==> src/blmav_pkg.sv <==
// Shared constants, types and level functions for the band level moving average unit.
`timescale 1ns / 1ps

package blmav_pkg;

  localparam int READINGS_DEFAULT = 8;
  localparam int BANDS_DEFAULT = 7;

  localparam int LEVEL_W = 8;
  localparam int SAMPLE_W = 10;
  localparam int BAND_W = 3;
  localparam int MODE_W = 2;

  localparam int RESULT_DEPTH = 4;
  localparam int RESULT_PTR_W = 2;
  localparam int RESULT_CNT_W = 3;

  localparam logic [MODE_W-1:0] MODE_LEFT = 2'd0;
  localparam logic [MODE_W-1:0] MODE_RIGHT = 2'd1;

  typedef struct packed {
    logic [LEVEL_W-1:0] left;
    logic [LEVEL_W-1:0] right;
  } entry_t;

  typedef struct packed {
    logic              valid;
    logic              in_range;
    logic              store;
    logic [MODE_W-1:0] mode;
  } item_ctrl_t;

  typedef struct packed {
    logic [LEVEL_W-1:0] mean;
    logic [LEVEL_W-1:0] latest;
  } result_t;

  function automatic logic [LEVEL_W-1:0] mix_level(input entry_t e);
    logic [LEVEL_W:0] total;
    total = {1'b0, e.left} + {1'b0, e.right};
    return total[LEVEL_W:1];
  endfunction

  function automatic logic [LEVEL_W-1:0] pick_level(input entry_t e,
                                                    input logic [MODE_W-1:0] mode);
    logic [LEVEL_W-1:0] level;
    unique case (mode)
      MODE_LEFT:  level = e.left;
      MODE_RIGHT: level = e.right;
      default:    level = mix_level(e);
    endcase
    return level;
  endfunction

endpackage

==> src/blmav_ring.sv <==
// Ring entry memory with post-reset clearing sweep and write-to-read forwarding.
`timescale 1ns / 1ps

module blmav_ring #(
  parameter int DEPTH = blmav_pkg::BANDS_DEFAULT * blmav_pkg::READINGS_DEFAULT,
  parameter int ADDR_W = (DEPTH > 1) ? $clog2(DEPTH) : 1
) (
  input  logic                 clk,
  input  logic                 rst,
  input  logic                 rd_en,
  input  logic [ADDR_W-1:0]    rd_addr,
  input  logic                 wr_en,
  input  logic [ADDR_W-1:0]    wr_addr,
  input  blmav_pkg::entry_t    wr_data,
  output blmav_pkg::entry_t    rd_data,
  output logic                 clearing
);

  blmav_pkg::entry_t mem [DEPTH];
  blmav_pkg::entry_t rd_q;
  blmav_pkg::entry_t fwd_data;
  logic              fwd;
  logic [ADDR_W-1:0] clr_addr;

  always_ff @(posedge clk) begin
    if (rst) begin
      clearing <= 1'b1;
      clr_addr <= '0;
      fwd <= 1'b0;
    end else begin
      fwd <= rd_en && wr_en && (wr_addr == rd_addr);
      if (clearing) begin
        if (clr_addr == ADDR_W'(DEPTH - 1)) begin
          clearing <= 1'b0;
        end else begin
          clr_addr <= clr_addr + 1'b1;
        end
      end
    end
  end

  always_ff @(posedge clk) begin
    if (clearing) begin
      mem[clr_addr] <= '0;
    end else if (wr_en) begin
      mem[wr_addr] <= wr_data;
    end
    if (rd_en) begin
      rd_q <= mem[rd_addr];
    end
    fwd_data <= wr_data;
  end

  assign rd_data = fwd ? fwd_data : rd_q;

endmodule

==> src/blmav_accum.sv <==
// Per-band running sums, ring write-back and selection of the reported levels.
`timescale 1ns / 1ps

module blmav_accum #(
  parameter int BANDS = blmav_pkg::BANDS_DEFAULT,
  parameter int BIDX_W = (BANDS > 1) ? $clog2(BANDS) : 1,
  parameter int SUM_W = blmav_pkg::LEVEL_W + $clog2(blmav_pkg::READINGS_DEFAULT)
) (
  input  logic                              clk,
  input  logic                              rst,
  input  blmav_pkg::item_ctrl_t             ctrl,
  input  logic [BIDX_W-1:0]                 bidx,
  input  blmav_pkg::entry_t                 old_entry,
  input  blmav_pkg::entry_t                 new_entry,
  output logic                              wr_en,
  output logic                              s2_valid,
  output logic [SUM_W-1:0]                  s2_sum,
  output logic [blmav_pkg::LEVEL_W-1:0]     s2_latest
);

  logic [SUM_W-1:0] sum_l [BANDS];
  logic [SUM_W-1:0] sum_r [BANDS];
  logic [SUM_W-1:0] sum_m [BANDS];
  logic [SUM_W-1:0] cur_l, cur_r, cur_m;
  logic [SUM_W-1:0] upd_l, upd_r, upd_m;
  logic [SUM_W-1:0] sel_sum;
  blmav_pkg::entry_t eff;

  assign wr_en = ctrl.valid && ctrl.in_range && ctrl.store;

  always_comb begin
    cur_l = '0;
    cur_r = '0;
    cur_m = '0;
    if (ctrl.in_range) begin
      cur_l = sum_l[bidx];
      cur_r = sum_r[bidx];
      cur_m = sum_m[bidx];
    end
    eff = ctrl.store ? new_entry : old_entry;
    upd_l = cur_l;
    upd_r = cur_r;
    upd_m = cur_m;
    if (ctrl.store) begin
      upd_l = cur_l - SUM_W'(old_entry.left) + SUM_W'(new_entry.left);
      upd_r = cur_r - SUM_W'(old_entry.right) + SUM_W'(new_entry.right);
      upd_m = cur_m - SUM_W'(blmav_pkg::mix_level(old_entry))
            + SUM_W'(blmav_pkg::mix_level(new_entry));
    end
    unique case (ctrl.mode)
      blmav_pkg::MODE_LEFT:  sel_sum = upd_l;
      blmav_pkg::MODE_RIGHT: sel_sum = upd_r;
      default:               sel_sum = upd_m;
    endcase
  end

  always_ff @(posedge clk) begin
    if (rst) begin
      for (int b = 0; b < BANDS; b++) begin
        sum_l[b] <= '0;
        sum_r[b] <= '0;
        sum_m[b] <= '0;
      end
      s2_valid <= 1'b0;
    end else begin
      s2_valid <= ctrl.valid;
      if (wr_en) begin
        sum_l[bidx] <= upd_l;
        sum_r[bidx] <= upd_r;
        sum_m[bidx] <= upd_m;
      end
    end
  end

  always_ff @(posedge clk) begin
    s2_sum <= ctrl.in_range ? sel_sum : '0;
    s2_latest <= ctrl.in_range ? blmav_pkg::pick_level(eff, ctrl.mode) : '0;
  end

endmodule

==> src/blmav_scale.sv <==
// Reciprocal scaling of the band sum to its mean and the result queue.
`timescale 1ns / 1ps

module blmav_scale #(
  parameter int READINGS = blmav_pkg::READINGS_DEFAULT,
  parameter int SUM_W = blmav_pkg::LEVEL_W + $clog2(READINGS)
) (
  input  logic                              clk,
  input  logic                              rst,
  input  logic                              s2_valid,
  input  logic [SUM_W-1:0]                  s2_sum,
  input  logic [blmav_pkg::LEVEL_W-1:0]     s2_latest,
  output logic                              out_valid,
  input  logic                              out_ready,
  output logic [blmav_pkg::LEVEL_W-1:0]     mean_level,
  output logic [blmav_pkg::LEVEL_W-1:0]     latest_level
);

  localparam int SHIFT = SUM_W + $clog2(READINGS);
  localparam int MULT_W = SUM_W + 2;
  localparam int PROD_W = SUM_W + MULT_W;
  localparam longint MULT = ((longint'(1) << SHIFT) + READINGS - 1) / READINGS;
  localparam int RESULT_CNT_W = blmav_pkg::RESULT_CNT_W;

  blmav_pkg::result_t                       queue [blmav_pkg::RESULT_DEPTH];
  logic [blmav_pkg::RESULT_PTR_W-1:0]       wr_ptr;
  logic [blmav_pkg::RESULT_PTR_W-1:0]       rd_ptr;
  logic [blmav_pkg::RESULT_CNT_W-1:0]       count;
  logic [PROD_W-1:0]                        prod;
  logic                                     pop;

  assign prod = PROD_W'(s2_sum) * PROD_W'(MULT);
  assign pop = out_valid && out_ready;

  always_ff @(posedge clk) begin
    if (rst) begin
      wr_ptr <= '0;
      rd_ptr <= '0;
      count <= '0;
    end else begin
      if (s2_valid) begin
        wr_ptr <= wr_ptr + 1'b1;
      end
      if (pop) begin
        rd_ptr <= rd_ptr + 1'b1;
      end
      count <= count + RESULT_CNT_W'(s2_valid) - RESULT_CNT_W'(pop);
    end
  end

  always_ff @(posedge clk) begin
    if (s2_valid) begin
      queue[wr_ptr].mean <= prod[SHIFT +: blmav_pkg::LEVEL_W];
      queue[wr_ptr].latest <= s2_latest;
    end
  end

  assign out_valid = (count != '0);
  assign mean_level = queue[rd_ptr].mean;
  assign latest_level = queue[rd_ptr].latest;

endmodule

==> src/band_level_moving_average_unit.sv <==
// Top level of the band level moving average unit.
`timescale 1ns / 1ps

// One beat is accepted per clock cycle while in_ready is high; its result is
// registered in turn by the ring memory read, the running-sum update and the
// reciprocal multiply that forms the mean, written into the result queue. Up to
// four beats may be outstanding; the input is held off once four results are
// in flight or waiting. After reset the ring memory is swept clear, one entry
// per cycle, so no input is taken until the sweep is done. Each band keeps
// running left, right and mixed sums, so the mean costs no pass over the ring.
module band_level_moving_average_unit #(
  parameter int READINGS = blmav_pkg::READINGS_DEFAULT,
  parameter int BANDS = blmav_pkg::BANDS_DEFAULT
) (
  input  logic                               clk,
  input  logic                               rst,
  input  logic                               in_valid,
  output logic                               in_ready,
  input  logic [blmav_pkg::BAND_W-1:0]       band,
  input  logic                               store,
  input  logic [blmav_pkg::SAMPLE_W-1:0]     left_sample,
  input  logic [blmav_pkg::SAMPLE_W-1:0]     right_sample,
  input  logic [blmav_pkg::MODE_W-1:0]       mix_mode,
  output logic                               out_valid,
  input  logic                               out_ready,
  output logic [blmav_pkg::LEVEL_W-1:0]      mean_level,
  output logic [blmav_pkg::LEVEL_W-1:0]      latest_level
);

  localparam int DEPTH = BANDS * READINGS;
  localparam int ADDR_W = (DEPTH > 1) ? $clog2(DEPTH) : 1;
  localparam int SLOT_W = (READINGS > 1) ? $clog2(READINGS) : 1;
  localparam int BIDX_W = (BANDS > 1) ? $clog2(BANDS) : 1;
  localparam int SUM_W = blmav_pkg::LEVEL_W + $clog2(READINGS);
  localparam int CNT_W = blmav_pkg::RESULT_CNT_W;

  logic                              accept;
  logic                              out_accept;
  logic                              clearing;
  logic [4:0]                        band_ext;
  logic                              in_range;
  logic [BIDX_W-1:0]                 bidx;
  logic [SLOT_W-1:0]                 slot;
  logic [SLOT_W-1:0]                 slot_next;
  logic [SLOT_W-1:0]                 slot_adv;
  logic                              advance;
  logic [ADDR_W-1:0]                 addr;
  logic [CNT_W-1:0]                  inflight;

  blmav_pkg::item_ctrl_t             s1_ctrl;
  logic [BIDX_W-1:0]                 s1_bidx;
  logic [ADDR_W-1:0]                 s1_addr;
  blmav_pkg::entry_t                 s1_entry;
  blmav_pkg::entry_t                 old_entry;
  logic                              wr_en;
  logic                              s2_valid;
  logic [SUM_W-1:0]                  s2_sum;
  logic [blmav_pkg::LEVEL_W-1:0]     s2_latest;

  assign in_ready = !clearing && (inflight < CNT_W'(blmav_pkg::RESULT_DEPTH));
  assign accept = in_valid && in_ready;
  assign out_accept = out_valid && out_ready;

  assign band_ext = {2'b00, band};
  assign in_range = band_ext < 5'(BANDS);
  assign bidx = band_ext[BIDX_W-1:0];

  assign slot_adv = (slot == SLOT_W'(READINGS - 1)) ? '0 : slot + 1'b1;
  assign advance = accept && in_range && store && (band == '0);
  assign slot_next = advance ? slot_adv : slot;
  assign addr = ADDR_W'(ADDR_W'(bidx) * ADDR_W'(READINGS)) + ADDR_W'(slot_next);

  always_ff @(posedge clk) begin
    if (rst) begin
      slot <= '0;
      inflight <= '0;
      s1_ctrl <= '0;
    end else begin
      slot <= slot_next;
      inflight <= inflight + CNT_W'(accept) - CNT_W'(out_accept);
      s1_ctrl.valid <= accept;
      s1_ctrl.in_range <= in_range;
      s1_ctrl.store <= store;
      s1_ctrl.mode <= mix_mode;
    end
  end

  always_ff @(posedge clk) begin
    s1_bidx <= bidx;
    s1_addr <= addr;
    s1_entry.left <= left_sample[blmav_pkg::SAMPLE_W-1 -: blmav_pkg::LEVEL_W];
    s1_entry.right <= right_sample[blmav_pkg::SAMPLE_W-1 -: blmav_pkg::LEVEL_W];
  end

  blmav_ring #(
    .DEPTH(DEPTH),
    .ADDR_W(ADDR_W)
  ) u_ring (
    .clk(clk),
    .rst(rst),
    .rd_en(accept && in_range),
    .rd_addr(addr),
    .wr_en(wr_en),
    .wr_addr(s1_addr),
    .wr_data(s1_entry),
    .rd_data(old_entry),
    .clearing(clearing)
  );

  blmav_accum #(
    .BANDS(BANDS),
    .BIDX_W(BIDX_W),
    .SUM_W(SUM_W)
  ) u_accum (
    .clk(clk),
    .rst(rst),
    .ctrl(s1_ctrl),
    .bidx(s1_bidx),
    .old_entry(old_entry),
    .new_entry(s1_entry),
    .wr_en(wr_en),
    .s2_valid(s2_valid),
    .s2_sum(s2_sum),
    .s2_latest(s2_latest)
  );

  blmav_scale #(
    .READINGS(READINGS),
    .SUM_W(SUM_W)
  ) u_scale (
    .clk(clk),
    .rst(rst),
    .s2_valid(s2_valid),
    .s2_sum(s2_sum),
    .s2_latest(s2_latest),
    .out_valid(out_valid),
    .out_ready(out_ready),
    .mean_level(mean_level),
    .latest_level(latest_level)
  );

  assert property (@(posedge clk) disable iff (rst)
    inflight <= CNT_W'(blmav_pkg::RESULT_DEPTH))
    else $error("More beats outstanding than the result queue can hold.");

  assert property (@(posedge clk) disable iff (rst)
    slot <= SLOT_W'(READINGS - 1))
    else $error("Write slot has run past the ring length.");

  assert property (@(posedge clk) disable iff (rst)
    out_valid |-> (inflight != '0))
    else $error("Result offered with no beat outstanding.");

  assert property (@(posedge clk) disable iff (rst)
    (advance && (READINGS > 1)) |=> (slot != $past(slot)))
    else $error("Band zero store did not advance the write slot.");

endmodule
==> config.mk <==
export PLATFORM = sky130hd
export DESIGN_NAME = band_level_moving_average_unit
export DESIGN_NICKNAME = d
export VERILOG_FILES = /design/src/blmav_pkg.sv /design/src/blmav_ring.sv /design/src/blmav_accum.sv /design/src/blmav_scale.sv /design/src/band_level_moving_average_unit.sv
export SDC_FILE = /design/constraint.sdc
export NUM_CORES = 2
export LEC_CHECK = 0
export CAP_MARGIN = 10
export CORE_MARGIN = 3
export CORE_UTILIZATION = 60
export DETAILED_ROUTE_END_ITERATION = 16
export DONT_BUFFER_PORTS = 1
export GPL_TIMING_DRIVEN = 0
export PLACE_DENSITY = 0.76
export RECOVER_POWER = 25
export SLEW_MARGIN = 30
export SYNTH_ARGS = -nofsm -noshare
export SYNTH_HDL_FRONTEND = slang
export SYNTH_SLANG_ARGS = --single-unit
==> constraint.sdc <==
create_clock -name clk -period 9 [get_ports clk]
set_input_delay 0.45 -clock clk [delete_from_list [all_inputs] [get_ports clk]]
set_output_delay 0.45 -clock clk [all_outputs]
set_load 0.005 [all_outputs]
# == Word level (Yosys, flattened, before mapping) ==
# Memory sizes are Yosys's and may differ from the RTL's. A register that Yosys moved wholly into a read port is not among the register bits.
# Cells that the tools add are included.
# totals
reg_bits,87
ramBits,1191
n_memories,5
output_inout_bits,18
wordCells,109
in_bits,30
# op_classes
mux,39
n_eq_ne,4
reduce_logical,19
n_lt_le_gt_ge,2
n_bitwise,1
add_sub_neg,18
# mem_list
name,depth,word_bits,rd,rd_clocked_by_memory_dff,wr,line_no,text
u_ring.mem,56,16,1,1,1,blmav_ring.sv:19,blmav_pkg::entry_t mem [DEPTH];
u_accum.sum_l,7,11,1,1,7,blmav_accum.sv:21,logic [SUM_W-1:0] sum_l [BANDS];
u_accum.sum_m,7,11,1,1,7,blmav_accum.sv:23,logic [SUM_W-1:0] sum_m [BANDS];
u_accum.sum_r,7,11,1,1,7,blmav_accum.sv:22,logic [SUM_W-1:0] sum_r [BANDS];
u_scale.queue,4,16,1,1,1,blmav_scale.sv:25,blmav_pkg::result_t queue [blmav_pkg::RESULT_DEPTH];
# ops
cell,count
11-bit two-way mux,9
16-bit two-way mux,3
11-bit by 8-bit adder with 11-bit output,3
11-bit OR reduction,3
11-bit by 8-bit subtractor with 11-bit output,3
8-bit by 8-bit adder with 9-bit output,3
11-bit case mux with 2 select lines,1
1-bit two-way mux,17
8-bit case mux with 2 select lines,1
16-bit OR reduction,1
3-bit two-way mux,5
1-bit logical AND,10
3-bit by 1-bit adder with 3-bit output,2
"6-bit by 1-bit adder with 6-bit output, second input constant",1
6-bit by 3-bit adder with 6-bit output,1
6-bit == test,1
"6-bit == test, second input constant",1
"3-bit less-than comparator, second input constant",2
6-bit two-way mux,1
3-bit by 1-bit subtractor with 3-bit output,2
"2-bit by 1-bit adder with 2-bit output, second input constant",2
2-bit two-way mux,2
"3-bit by 1-bit adder with 3-bit output, second input constant",1
"3-bit == test, second input constant",1
7 further kinds,7

# == Depth between registers and ports, before layout ==
# logic_depth
ltp_word,10
mapped_depth,23
mapped_depth_nobuf,22

# == Hierarchy ==
# From an unflattened synthesis, not the netlist that was laid out.
# hier_totals
cells_unflattened,3250
hier_area_um2,55884.8
# by_module_without_submodules
module,area_per_inst_um2,n_inst,cells_each,seq_area_each_um2
blmav_ring,36223.5,1,1688,27866.7
blmav_accum,15877.7,1,1362,7997.7
blmav_scale,2808.9,1,128,2102.0
band_level_moving_average_unit,974.7,1,72,660.6

# == Worst setup path before layout ==
# No wires, ideal clock.
# synth_path
kind,register -> register
from,register s1_bidx[0]
to,memory u_accum.sum_l[4][9] (netlist bit) (data pin)
required_ns,8.859
stages_incl_launch_ff,21
path_slack_ns,3.531
synth_period_minus_slack_ns,5.469
path_buffers,6
t_arrival_ns,5.328
setup_ns,0.141
path_cell_list,dfxtp_1 -> buf_2 -> buf_2 -> buf_2 -> buf_2 -> buf_2 -> mux4_2 -> mux2_2 -> nand2_1 -> fa_1 -> inv_1 -> ha_1 -> a211oi_1 -> o21ai_0 -> a21o_1 -> a31o_2 -> a21oi_1 -> xnor2_1 -> or4b_2 -> clkbuf_1 -> nor2_1
# synth_rtl
item,line_no,text
"start, declared",band_level_moving_average_unit.sv:51,logic [BIDX_W-1:0] s1_bidx;
"start signal, assigned",band_level_moving_average_unit.sv:89,s1_bidx <= bidx;
"end, declared",blmav_accum.sv:21,

==> metrics.md <==
| Metric | Value |
|---|---|
| Internal power | `10.1 mW` |
| Switching share of power | `between 20 and 25%` |
| Reg2reg path depth | `19` |
| Hold Path Sink | `s1_ctrl[4]$_SDFF_PP0_` |
| Worst Clk Skew | `0.0290 ns` |
| Nets | `4276` |
| Inst Count DP | `around 5200` |
| Setup ws final | `~2.1 ns` |
| Hold Slack | `about 0.12 ns` |
| Commonest non-fill, non-tap cell in the layout | `edfxtp_1` |
| Status | `complete, no violations` |
| CP Capture Type | `register` |
| Register area share after synthesis | `between 60 and 70%` |
| XOR/XNOR Fraction of Synth Area | `less than 1%` |
| Most common cell on crit path | `clkbuf_1` |
| Final HPWL DP | `106000 um` |
| Clk pwr share | `41.8%` |
| Max-cap violations | `0` |
| Drt via density | `approximately 6.5` |
| Slew Limit Fails | `0` |
| Initial antenna violation count | `5` |
| P&R area growth vs syn | `13.3%` |
| Synth warnings | `0` |
| Fin crit period | `6.85 ns` |
| Delay-heaviest family, CP | `buffers and inverters` |
| Crit path DAT | `~7.4 ns` |
| Num CTS Buffers | `between 100 and 150` |
| Worst r2r dst | `u_accum.sum_l[0][9]$_SDFFCE_PN0P_` |
| Post-synth EDFFs | `about 1200` |
| Worst skew pair latency | `around 0.76 ns` |
| Hold path startpoint | `in_valid` |
| Synth Area in Simple Gates | `between 10% and 20%` |
| Comb pwr share | `under 10%` |
| Placed Area | `0.0583 mm2` |
| Global-route usage over all layers | `approximately 32%` |
| Share of layout cells above drive strength 1 | `around 15%` |
| P_sw | `between 2 and 3 mW` |
| Pwr dens | `roughly 210 mW/mm2` |
| CP Class | `register to register` |
| Clock sinks | `1323` |
| Post-Route Utilization | `just under 70%` |
| Highest-count cells in the layout ignoring fill and taps | `edfxtp_1 (1207), nand2_1 (659), nor2_1 (303)` |
| Sequential share of power | `52.2%` |
| Post-synth cell types | `70` |
| Synthesized flop and latch total | `1323` |
| Drt drc | `0` |
| Max Fanout on Critical Path | `10` |
| Worst setup SP type | `register` |
| GPL Wtd Cong | `~0.94` |
| Die Span Y | `309 um` |
| Ports | `48` |
| Syn_nets | `between 3000 and 4000` |
| WL per Instance | `28.1 um` |
| Area share of fa/ha/maj cells after synthesis | `~2.5%` |
| Worst min-delay path class | `input pin to register` |
| Final ANT Viol Nets | `0` |
| Slew headroom | `between 10% and 20%` |
| First-pass DRT Iterations | `6` |
| CTS clk-pin slew, worst paths | `about 0.060 ns` |
| GRT overflow | `0` |
| Initial core utilization | `approximately three fifths` |
| Worst reg2reg path startpoint | `s1_bidx[1]$_DFF_P_` |
| Setup violation total in the final timing report | `0` |
| CP Cell Sequence | `clkbuf_1 > clkbuf_1 > clkbuf_1 > clkbuf_1 > mux4_2 > mux2_2 > nand2_1 > fa_1 > inv_1 > ha_1 > a211oi_1 > o21ai_0 > a21o_1 > a31o_2 > a21oi_1 > xnor2_1 > or4b_2 > clkbuf_1 > nor2_1` |
| Fmax | `roughly 150 MHz` |
| Mapped cell area | `~0.055 mm2` |
| Worst slew pin tran | `roughly 1.3 ns` |
| CTS max path bufs | `3` |
| Total negative slack | `0 ns` |
| Area fraction in compound gates after synthesis | `under 10%` |
| Port buffer count | `0` |
| Design area | `~0.063 mm2` |
| CTS HTree Levels | `4` |
| RSZ-0062 raised after global routing | `no` |
| Worst path slowest cell | `or4b_2` |
| Initial DRC count | `5263` |
| Primary FF master, synth | `edfxtp_1` |
| Critical Path RT | `9.59 ns` |
| Clk root buf | `clkbuf_16` |
| Leakage power | `approximately 22 nW` |
| Largest family of logic cells by synthesized area | `simple AND/OR/NAND/NOR gates` |
| Max VDD drop | `between 0.00015 and 0.0002 V` |
| Crit path largest cell delay | `roughly 0.7 ns` |
| Final Non-Filler Cells | `about 5400` |
| Cells on Worst Hold Path | `2` |
| Fin crit share | `76.1%` |
| WP buf/inv | `6` |
| Post-CTS Setup Bufs | `0` |
| Vias in the first global route | `around 34000` |
| Die footprint | `~0.096 mm2` |
| Cell count after synthesis | `~3900` |
| Reg-to-reg setup timing slack | `between 2 and 2.5 ns` |
| Pre-CTS worst setup slack | `roughly 2.4 ns` |
| Ys async rst share | `0%` |
| Total Wirelength | `around 150000 um` |
| Post-synthesis area per instance | `14.3 um2` |
| First-pass GRT wire length | `~220000 um` |
| Chip width | `309 um` |
| Final Hold Viols | `0` |
| Core footprint | `around 0.091 mm2` |
| Multiplexer area fraction after synthesis | `8.25%` |
| Largest net degree at the start of global routing | `57` |
| Power, Total | `~13 mW` |
| Number of core rows | `110` |
| CTS tree | `done` |
| Vias | `~35000` |
[power groups by stage]
stage          sequential [mW]  combinational, mW  clock, mW
2_1_floorplan             6.88              0.527          0
3_3_place_gp              6.90              0.732          0
3_5_place_dp              6.90              0.760          0
4_1_cts                   6.77              0.776       5.42
5_1_grt                   6.78              0.839       5.67
6_report                  6.77              0.781       5.42
[cell usage after synthesis (65+ instances only)]
library cell | n | area (um2)
mux4_2 | 149 | 3360
clkbuf_1 | 142 | 533
nand2_1 | 659 | 2470
mux2i_1 | 65 | 651
ha_1 | 65 | 813
and3_1 | 100 | 626
edfxtp_1 | 1207 | 36200
dfxtp_1 | 116 | 2320
a21oi_1 | 74 | 370
nor2_1 | 359 | 1350
inv_1 | 123 | 462
a31oi_1 | 71 | 444
[sequential cells by signal, indices dropped and copies added (netlist names), 5 cells and up, named ones only]
| register | cells |
|---|---|
| u_accum.sum_m | 88 |
| u_scale.queue | 64 |
| u_ring.fwd_data | 16 |
| u_accum.s2_latest | 8 |
| u_accum.sum_l | 88 |
| u_accum.sum_r | 88 |
| s1_entry | 16 |
| u_ring.clr_addr | 6 |
| s1_ctrl | 5 |
| u_ring.rd_q | 16 |
| u_ring.mem | 896 |
| u_accum.s2_sum | 8 |
[metal layers]
layer  part of all wire (%)  global-route usage [%]
met4                    6.3                    17.8
met3                     11                    6.82
met5                  0.015                       0
met1                     36                    42.6
met2                     47                    50.8
[worst max-delay path by stage]
stage                     slack (ns)  cells after the start                           endpoint             startpoint
final                           2.15                     19  u_accum.sum_l[0][9]$_SDFFCE_PN0P_     s1_bidx[1]$_DFF_P_
after global routing            1.89                     20  u_accum.sum_l[4][9]$_SDFFCE_PN0P_     s1_bidx[0]$_DFF_P_
after CTS                       2.25                     19  u_accum.sum_l[0][9]$_SDFFCE_PN0P_     s1_bidx[1]$_DFF_P_
after detailed placement        2.38                     20  u_accum.sum_l[0][9]$_SDFFCE_PN0P_     s1_bidx[0]$_DFF_P_
after global placement          0.69                      4        u_ring.mem[42][9]$_DFFE_PP_  s1_ctrl[4]$_SDFF_PP0_
after floorplan                 3.53                     20  u_accum.sum_l[4][9]$_SDFFCE_PN0P_     s1_bidx[0]$_DFF_P_
[kinds of logic after synthesis]
group	after synthesis
simple gates	1338
fa+ha+maj	94
flops	1323
compound gates	429
buf+inv	357
mux	263
xor+xnor	60
[repair_timing]
action / 4_1_cts / 5_1_grt
hold buffers: 22 / 0
resized for setup: 0 / 0
hold endpoints to repair: 22 / 0
[cell type report]
cell class	count	area (um2)
fillers	5959	28100
multi-input cells	2184	15500
well taps	1176	1470
flip-flops and latches	1323	38600
clock buffers	179	3630
diodes	7	17.5
clock inverters	61	624
plain buffers	229	963
inverters	128	480
repair buffers	153	1330
(Power assumes the default switching activity.)
